<file path="src/design/dqbfe_pkg.sv">
package dqbfe_pkg;

    // Register map of the configuration port
    localparam int unsigned CFG_INDEX_W = 1;
    localparam int unsigned CFG_DATA_W  = 16;
    localparam logic [CFG_INDEX_W-1:0] REG_DEBOUNCE_MS   = 1'b0;
    localparam logic [CFG_INDEX_W-1:0] REG_LONG_PRESS_MS = 1'b1;

    // Counter widths and reset values
    localparam int unsigned DEBOUNCE_W   = 8;
    localparam int unsigned HELD_W       = 16;
    localparam int unsigned NUM_BUTTONS  = 2;
    localparam logic [DEBOUNCE_W-1:0] DEBOUNCE_MS_RST   = 8'd50;
    localparam logic [HELD_W-1:0]     LONG_PRESS_MS_RST = 16'd3000;
    localparam logic [DEBOUNCE_W-1:0] SINCE_MAX         = '1;
    localparam logic [HELD_W-1:0]     HELD_MAX          = '1;

    // Result of one encoder decode
    typedef struct packed {
        logic signed [1:0] step;
        logic signed [1:0] rem;
    } dec_t;

    // Quadrature transition table, state is {A, B}
    function automatic logic signed [1:0] quad_delta(input logic [1:0] prev,
                                                     input logic [1:0] now);
        logic signed [1:0] d;
        case ({prev, now})
            4'b0001: d = -2'sd1;
            4'b0010: d =  2'sd1;
            4'b0100: d =  2'sd1;
            4'b0111: d = -2'sd1;
            4'b1000: d = -2'sd1;
            4'b1011: d =  2'sd1;
            4'b1101: d =  2'sd1;
            4'b1110: d = -2'sd1;
            default: d =  2'sd0;
        endcase
        return d;
    endfunction

    // Add the transition to the kept remainder and take one detent per two counts
    function automatic dec_t quad_decode(input logic [1:0] prev,
                                         input logic [1:0] now,
                                         input logic signed [1:0] rem);
        logic signed [1:0] d;
        logic signed [2:0] sum;
        dec_t r;
        d   = quad_delta(prev, now);
        sum = {rem[1], rem} + {d[1], d};
        if (sum == -3'sd2)
        begin
            r.step = -2'sd1;
            r.rem  =  2'sd0;
        end
        else if (sum == 3'sd2)
        begin
            r.step = 2'sd1;
            r.rem  = 2'sd0;
        end
        else
        begin
            r.step = 2'sd0;
            r.rem  = sum[1:0];
        end
        return r;
    endfunction

endpackage

</file>
<file path="src/design/dual_quadrature_and_button_front_end.sv">
// Two quadrature encoders and two active-low push buttons, sampled once per transfer.
// Each input transfer yields exactly one result: a signed detent step per encoder
// (one detent every two valid transitions, invalid double jumps ignored), a click
// per button on a debounced release that did not follow a long press, and a
// long-press event on button two once per press. Debounce and long-press times
// count the ms_tick flags carried in the samples. The block takes one sample
// every cycle while in_ready is high; a sample goes through an input register
// and one pass of decode and debounce logic into the result register, which
// offers its result on out_valid. in_ready drops only while both registers
// hold an item and out_ready is low. Write the configuration registers only
// while idle.
module dual_quadrature_and_button_front_end
(
    input  logic                                 clk,
    input  logic                                 rst_n,

    input  logic                                 cfg_we,
    input  logic [dqbfe_pkg::CFG_INDEX_W-1:0]    cfg_index,
    input  logic [dqbfe_pkg::CFG_DATA_W-1:0]     cfg_data,

    input  logic                                 in_valid,
    output logic                                 in_ready,
    input  logic                                 enc1_a,
    input  logic                                 enc1_b,
    input  logic                                 enc2_a,
    input  logic                                 enc2_b,
    input  logic                                 button1_level,
    input  logic                                 button2_level,
    input  logic                                 ms_tick,

    output logic                                 out_valid,
    input  logic                                 out_ready,
    output logic signed [1:0]                    step1,
    output logic signed [1:0]                    step2,
    output logic                                 click1,
    output logic                                 click2,
    output logic                                 long_press2
);

    localparam int unsigned NB  = dqbfe_pkg::NUM_BUTTONS;
    localparam int unsigned DBW = dqbfe_pkg::DEBOUNCE_W;
    localparam int unsigned HW  = dqbfe_pkg::HELD_W;

    // Configuration registers
    logic [DBW-1:0] debounce_ms_reg;
    logic [HW-1:0]  long_press_ms_reg;

    // Input register
    logic           in_valid_reg;
    logic [1:0]     enc1_in_reg;
    logic [1:0]     enc2_in_reg;
    logic [NB-1:0]  level_in_reg;
    logic           tick_in_reg;

    // Result register
    logic              out_valid_reg;
    logic signed [1:0] step1_reg;
    logic signed [1:0] step2_reg;
    logic [NB-1:0]     click_reg;
    logic              long_press2_reg;

    // Decoder and button state
    logic [1:0]        enc1_prev_reg, enc2_prev_reg;
    logic signed [1:0] enc1_rem_reg, enc2_rem_reg;
    logic [NB-1:0]     btn_raw_reg, btn_stable_reg, long_taken_reg;
    logic [DBW-1:0]    since_reg [NB];
    logic [HW-1:0]     held_reg  [NB];

    logic [NB-1:0]     btn_raw_next, btn_stable_next, long_taken_next;
    logic [DBW-1:0]    since_next [NB];
    logic [HW-1:0]     held_next  [NB];
    logic [NB-1:0]     click_next, long_next;

    dqbfe_pkg::dec_t   dec1, dec2;
    logic              advance;

    // Move an item to the result register when that register is free or being drained
    assign advance  = in_valid_reg && (!out_valid_reg || out_ready);
    assign in_ready = !in_valid_reg || advance;

    // Configuration writes
    always_ff @(posedge clk or negedge rst_n)
    begin
        if (!rst_n)
        begin
            debounce_ms_reg   <= dqbfe_pkg::DEBOUNCE_MS_RST;
            long_press_ms_reg <= dqbfe_pkg::LONG_PRESS_MS_RST;
        end
        else if (cfg_we)
        begin
            case (cfg_index)
                dqbfe_pkg::REG_DEBOUNCE_MS:   debounce_ms_reg   <= cfg_data[DBW-1:0];
                dqbfe_pkg::REG_LONG_PRESS_MS: long_press_ms_reg <= cfg_data[HW-1:0];
                default: ;
            endcase
        end
    end

    // Input register: hold the sample until it advances
    always_ff @(posedge clk or negedge rst_n)
    begin
        if (!rst_n)
        begin
            in_valid_reg <= 1'b0;
        end
        else if (in_ready)
        begin
            in_valid_reg <= in_valid;
        end
    end

    always_ff @(posedge clk)
    begin
        if (in_valid && in_ready)
        begin
            enc1_in_reg  <= {enc1_a, enc1_b};
            enc2_in_reg  <= {enc2_a, enc2_b};
            level_in_reg <= {button2_level, button1_level};
            tick_in_reg  <= ms_tick;
        end
    end

    // Encoder decode
    assign dec1 = dqbfe_pkg::quad_decode(enc1_prev_reg, enc1_in_reg, enc1_rem_reg);
    assign dec2 = dqbfe_pkg::quad_decode(enc2_prev_reg, enc2_in_reg, enc2_rem_reg);

    // Button debounce, click and long-press logic, one copy per button
    always_comb
    begin
        for (int i = 0; i < NB; i++)
        begin
            held_next[i]       = held_reg[i];
            since_next[i]      = since_reg[i];
            btn_raw_next[i]    = btn_raw_reg[i];
            btn_stable_next[i] = btn_stable_reg[i];
            long_taken_next[i] = long_taken_reg[i];
            click_next[i]      = 1'b0;
            long_next[i]       = 1'b0;

            // count stable press time
            if (!btn_stable_reg[i] && tick_in_reg && held_reg[i] != dqbfe_pkg::HELD_MAX)
                held_next[i] = held_reg[i] + 1'b1;

            // restart the quiet time on any raw change
            if (level_in_reg[i] != btn_raw_reg[i])
            begin
                btn_raw_next[i] = level_in_reg[i];
                since_next[i]   = '0;
            end
            else if (tick_in_reg && since_reg[i] != dqbfe_pkg::SINCE_MAX)
            begin
                since_next[i] = since_reg[i] + 1'b1;
            end

            if (since_next[i] >= debounce_ms_reg)
            begin
                // take the new stable level
                if (btn_stable_reg[i] != btn_raw_next[i])
                begin
                    btn_stable_next[i] = btn_raw_next[i];
                    if (!btn_raw_next[i])
                    begin
                        held_next[i]       = '0;
                        long_taken_next[i] = 1'b0;
                    end
                    else if (!long_taken_reg[i])
                    begin
                        click_next[i] = 1'b1;
                    end
                end
                // flag a long press once per press
                if (!btn_stable_next[i] && !long_taken_next[i]
                    && held_next[i] >= long_press_ms_reg)
                begin
                    long_taken_next[i] = 1'b1;
                    long_next[i]       = 1'b1;
                end
            end
        end
    end

    // State update, one item per advance
    always_ff @(posedge clk or negedge rst_n)
    begin
        if (!rst_n)
        begin
            enc1_prev_reg  <= '0;
            enc2_prev_reg  <= '0;
            enc1_rem_reg   <= '0;
            enc2_rem_reg   <= '0;
            btn_raw_reg    <= '1;
            btn_stable_reg <= '1;
            long_taken_reg <= '0;
            for (int i = 0; i < NB; i++)
            begin
                since_reg[i] <= dqbfe_pkg::SINCE_MAX;
                held_reg[i]  <= '0;
            end
        end
        else if (advance)
        begin
            enc1_prev_reg  <= enc1_in_reg;
            enc2_prev_reg  <= enc2_in_reg;
            enc1_rem_reg   <= dec1.rem;
            enc2_rem_reg   <= dec2.rem;
            btn_raw_reg    <= btn_raw_next;
            btn_stable_reg <= btn_stable_next;
            long_taken_reg <= long_taken_next;
            for (int i = 0; i < NB; i++)
            begin
                since_reg[i] <= since_next[i];
                held_reg[i]  <= held_next[i];
            end
        end
    end

    // Result register: load on advance, drop on transfer
    always_ff @(posedge clk or negedge rst_n)
    begin
        if (!rst_n)
        begin
            out_valid_reg <= 1'b0;
        end
        else if (advance)
        begin
            out_valid_reg <= 1'b1;
        end
        else if (out_ready)
        begin
            out_valid_reg <= 1'b0;
        end
    end

    always_ff @(posedge clk)
    begin
        if (advance)
        begin
            step1_reg       <= dec1.step;
            step2_reg       <= dec2.step;
            click_reg       <= click_next;
            long_press2_reg <= long_next[1];
        end
    end

    assign out_valid   = out_valid_reg;
    assign step1       = step1_reg;
    assign step2       = step2_reg;
    assign click1      = click_reg[0];
    assign click2      = click_reg[1];
    assign long_press2 = long_press2_reg;

    // A release click and a long press can never come from the same sample
    assert property (@(posedge clk) disable iff (!rst_n)
        out_valid_reg |-> !(click_reg[1] && long_press2_reg))
        else $error("click2 and long_press2 in one result");

    // Steps and remainders stay within -1..+1
    assert property (@(posedge clk) disable iff (!rst_n)
        out_valid_reg |-> (step1_reg != 2'b10 && step2_reg != 2'b10))
        else $error("detent step out of range");

    assert property (@(posedge clk) disable iff (!rst_n)
        enc1_rem_reg != 2'b10 && enc2_rem_reg != 2'b10)
        else $error("encoder remainder out of range");

    // A new result only comes from a held sample
    assert property (@(posedge clk) disable iff (!rst_n)
        $rose(out_valid_reg) |-> $past(in_valid_reg))
        else $error("result without a sample");

endmodule
</file>
<file path="config.mk">
export PLATFORM = sky130hd
export DESIGN_NAME = dual_quadrature_and_button_front_end
export DESIGN_NICKNAME = d
export VERILOG_FILES = /design/src/design/dqbfe_pkg.sv /design/src/design/dual_quadrature_and_button_front_end.sv
export SDC_FILE = /design/constraint.sdc
export NUM_CORES = 1
export LEC_CHECK = 0
export BUFFER_PORTS_ARGS = -buffer_cell sky130_fd_sc_hd__buf_2
export CAP_MARGIN = 20
export CORE_ASPECT_RATIO = 0.9
export CORE_MARGIN = 4
export CORE_UTILIZATION = 58
export CTS_CLUSTER_DIAMETER = 150
export DETAILED_ROUTE_END_ITERATION = 16
export PLACE_DENSITY = 0.81
export RECOVER_POWER = 100
export SLEW_MARGIN = 5
export SYNTH_ARGS = -nofsm -noshare
export SYNTH_HDL_FRONTEND = slang
export SYNTH_SLANG_ARGS = --single-unit
</file>
<file path="constraint.sdc">
create_clock -name clk -period 5.6 [get_ports clk]
set_input_delay 1.12 -clock clk [delete_from_list [all_inputs] [get_ports clk]]
set_output_delay 1.12 -clock clk [all_outputs]
set_load 0.02 [all_outputs]
</file>
==> metrics.sh <==
RUN_STATUS='finished, violations left'
VIOLATED_CHECKS='max-capacitance violations, max-slew violations'
FINAL_LAYOUT_SIZE_SUFFIX_GT1_FRAC=0.130
DESIGN.DIE.AREA_MM2=0.0139
TOTALWIRELENGTH_UM=16400
HALF_PERIMETER_WIRE_LENGTH_AFTER_PLACEMENT_UM=12100
MAX-SLEW-MARGIN-REL=-1.02
SYN-CELL-AREA_MM2=0.00699
CTS-ROOT-BUF='sky130_fd_sc_hd__clkbuf_16'
YS_WARN_COUNT=0
SYNTHDOMINANTAREACELLTYPE='sky130_fd_sc_hd__dfrtp_1'
IO_PINS=38
CELLINTERNALPOWER_mW=1.59
RSZ0062_AT_GRT='false'
TOTAL_SWITCHING_POWER_mW=0.934
CTSHTREEMAXLEVEL=3
LARGEST_REGISTER_FFS=32
GRT_FIRST_PASS_WIRELENGTH_UM=27400
GRT_ANTENNA_BEFORE_REPAIR=0
CP.REQUIRED_NS=5.84
SYN-NUM-NETS=854
HOLDBUFCOUNTCTS=0
PEAKVDDDROP_uV=167
DRT-WIRELENGTH-PER-CELL_UM=17.5
GRTUSAGETOTAL=0.247
PERIOD_NEEDED_NS=4.19
SYNTH-EDFF-COUNT=14
FP-ROW-COUNT=37
P_PER_CELL_AREA_mW_PER_MM2=336
DR_TOTAL_VIAS=5739
FINAL_CELL_AREA_MM2=0.00751
NUMCTSBUFFERS=9
ASYNCSETRESETFLOPFRACSYNTH=0.863
TIMING.CRITICAL_PATH.TO_TYPE='flip-flop'
TRITONCTS_CLOCK_TREE='yes'
CRITPATHARRIVALTIME_NS=4.43
SETUP-TNS-FINAL_NS=0
DRTITER0DRC=478
MAXIMUM_OPERATING_FREQUENCY_MHz=239
VIA_PER_INST=6.12
CTS_REPAIR_RESIZE_COUNT=0
SETUP_VIOL=0
GRTUSAGEMET2=0.399
SYNTH_COMMON_CELLS='70 x sky130_fd_sc_hd__ha_1, 70 x sky130_fd_sc_hd__nand2_1, 66 x sky130_fd_sc_hd__nor2_1, 58 x sky130_fd_sc_hd__dfrtp_1, 49 x sky130_fd_sc_hd__o21ai_0'
PLACEDINSTANCEAREA_MM2=0.00729
ROUTE.ANTENNA.REMAINING_NETS=0
SYNTH_SEQ_AREA_SHARE=0.380
SYNTH.AREA.TOP_CELLS='sky130_fd_sc_hd__dfrtp_1 21%, sky130_fd_sc_hd__ha_1 13%, sky130_fd_sc_hd__dfstp_2 11%'
CLOCK_GROUP_SHARE_OF_TOTAL_POWER=0.233
BUFFER_PORTS.INSERTED=37
SWITCHING_PORTION_OF_TOTAL_POWER=0.370
AREA_DELTA_SYNTH_FINAL_PCT=7.44
GRT_PASS1_VIAS=5687
SYNTHDOMINANTCELLAREASHARE=0.208
LAYOUT.NETS=878
DRCVIOLATIONCOUNT=0
NUMCLOCKSINKS=102
LAST_WEIGHTED_CONGESTION_VALUE_OF_THE_ROUTABILITY_DRIVEN_PLACER=0.954
DOMINANTREGCELLSYNTH='sky130_fd_sc_hd__dfrtp_1'
POSTSYNTHCELLCOUNT=753
HP-CLASS='flip-flop to flip-flop'
CTS.PATH.MAX_BUFFERS=2
WORSTSKEWPAIRLATENCY_NS=0.36
COMB_POWER_SHARE=0.345
DRV.MAX_CAP_VIOLATION_COUNT=3
SLEW_VIOLATIONS=103
TIMING.FINAL.HOLD_VIOLATIONS=0
GR-TOTAL-OVERFLOW=0
PERIOD_SHARE=0.748
TIGHTEST_SLEW_NS=3.02
INITIAL_UTILIZATION=0.602
SEQ_POWER_SHARE=0.422
GRT.BUSIEST_LAYER='met2'
SYN_AVG_CELL_AREA_UM2=9.29
INSERTEDDIODECOUNT=0
SYNTH.FF_LATCH_COUNT=102
GRT.MET3_USAGE=0.0463
TIMING_WORST_SETUP_PATH_TYPE='input port to flip-flop'
GRT_START_MAX_NET_PINS=72
PATH_MAX_FANOUT=71
GRT.MET1_USAGE=0.336
DIEWIDTH_UM=124
STARTPOINT_TYPE='input port'
DRT_PRE_ANTENNA_ITERS=5
TOTAL_LEAKAGE_POWER_nW=3.30
DIE_Y_UM=112
SKEW_NS=0.00910
CTS_SETUP_BUFFERS=0
CORE-AREA_MM2=0.0116
YOSYS.CELL_TYPES.COUNT=62
CTS.CLK_SLEW.WORST_PATHS_NS=0.06
stage by stage:
step            util  power (mW)  std cells  hold WS [ns]  setup slack (ns)
2_1_floorplan      -        1.69        753         0.452              2.19
3_3_place_gp   0.627        1.87        922         0.465              2.18
3_5_place_dp   0.627        1.94        922         0.471              2.08
4_1_cts        0.650        2.53        938         0.490              2.03
5_1_grt        0.647        2.70        938         0.515              1.06
6_report       0.647        2.52        938         0.489              1.41
logic make-up after synthesis:
kind of cell / Yosys count / share of synthesized area
AND/OR/NAND/NOR: 274 / 0.198
AO/OA/AOI/OAI: 167 / 0.157
flip-flops: 102 / 0.380
buffers and inverters: 75 / 0.0424
adder cells (fa/ha/maj): 72 / 0.131
XOR/XNOR: 36 / 0.0451
multiplexers: 27 / 0.0456
critical path, stage by stage:
cell	delay (ns)
sky130_fd_sc_hd__buf_2	0.10
sky130_fd_sc_hd__nand2b_1	0.16
sky130_fd_sc_hd__nand2_2	0.08
sky130_fd_sc_hd__clkbuf_1	2.12
sky130_fd_sc_hd__nor2_2	0.34
sky130_fd_sc_hd__a32o_1	0.44
cell type report:
type	count	area, µm²
Clock inverter	6	37.5
Timing Repair Buffer	41	191
Sequential cell	102	2660
Clock buffer	10	229
Tap cell	156	195
Multi-Input combinational cell	576	4020
Fill cell	974	4110
Inverter	47	176
per-layer routing:
| layer | up-vias | share of wire |
|---|---|---|
| li1 | 2753 | - |
| met1 | 2796 | 0.44 |
| met2 | 160 | 0.48 |
| met3 | 30 | 0.054 |
| met4 | 0 | 0.019 |
| met5 | - | 0 |
placed cells by master (no fill, tap or decap), drive strengths merged, types with 23 or more instances in the layout:
master and n:
xnor2 24, dfrtp 58, a21oi 33, buf 27, nand4 23, nand3 24, nand2 70, nor2 68
inv 48, dfstp 30, clkbuf 24, o21ai 58, ha 70
power groups by stage:
| stage | combinational [mW] | sequential (mW) | clock, mW |
|---|---|---|---|
| 2_1_floorplan | 0.646 | 1.04 | 0 |
| 3_3_place_gp | 0.812 | 1.06 | 0 |
| 3_5_place_dp | 0.869 | 1.07 | 0 |
| 4_1_cts | 0.875 | 1.06 | 0.595 |
| 5_1_grt | 0.991 | 1.08 | 0.629 |
| 6_report | 0.871 | 1.06 | 0.587 |
worst paths after layout:
kind                                 startpoint                  to  slack, ns  cells after the start
worst max-delay path                  out_ready        held_reg[17]       1.41                      6
worst min-delay path            enc1_rem_reg[0]     enc1_rem_reg[0]       0.49                      2
worst max register to register      tick_in_reg         held_reg[8]       1.53                     11
worst min register to register  enc1_rem_reg[0]     enc1_rem_reg[0]       0.49                      2
max in group asynchronous                 rst_n  debounce_ms_reg[6]       2.20                      2
min in group asynchronous                 rst_n        held_reg[15]       1.17                      1
No activity file was read; power rests on OpenSTA's default activity.
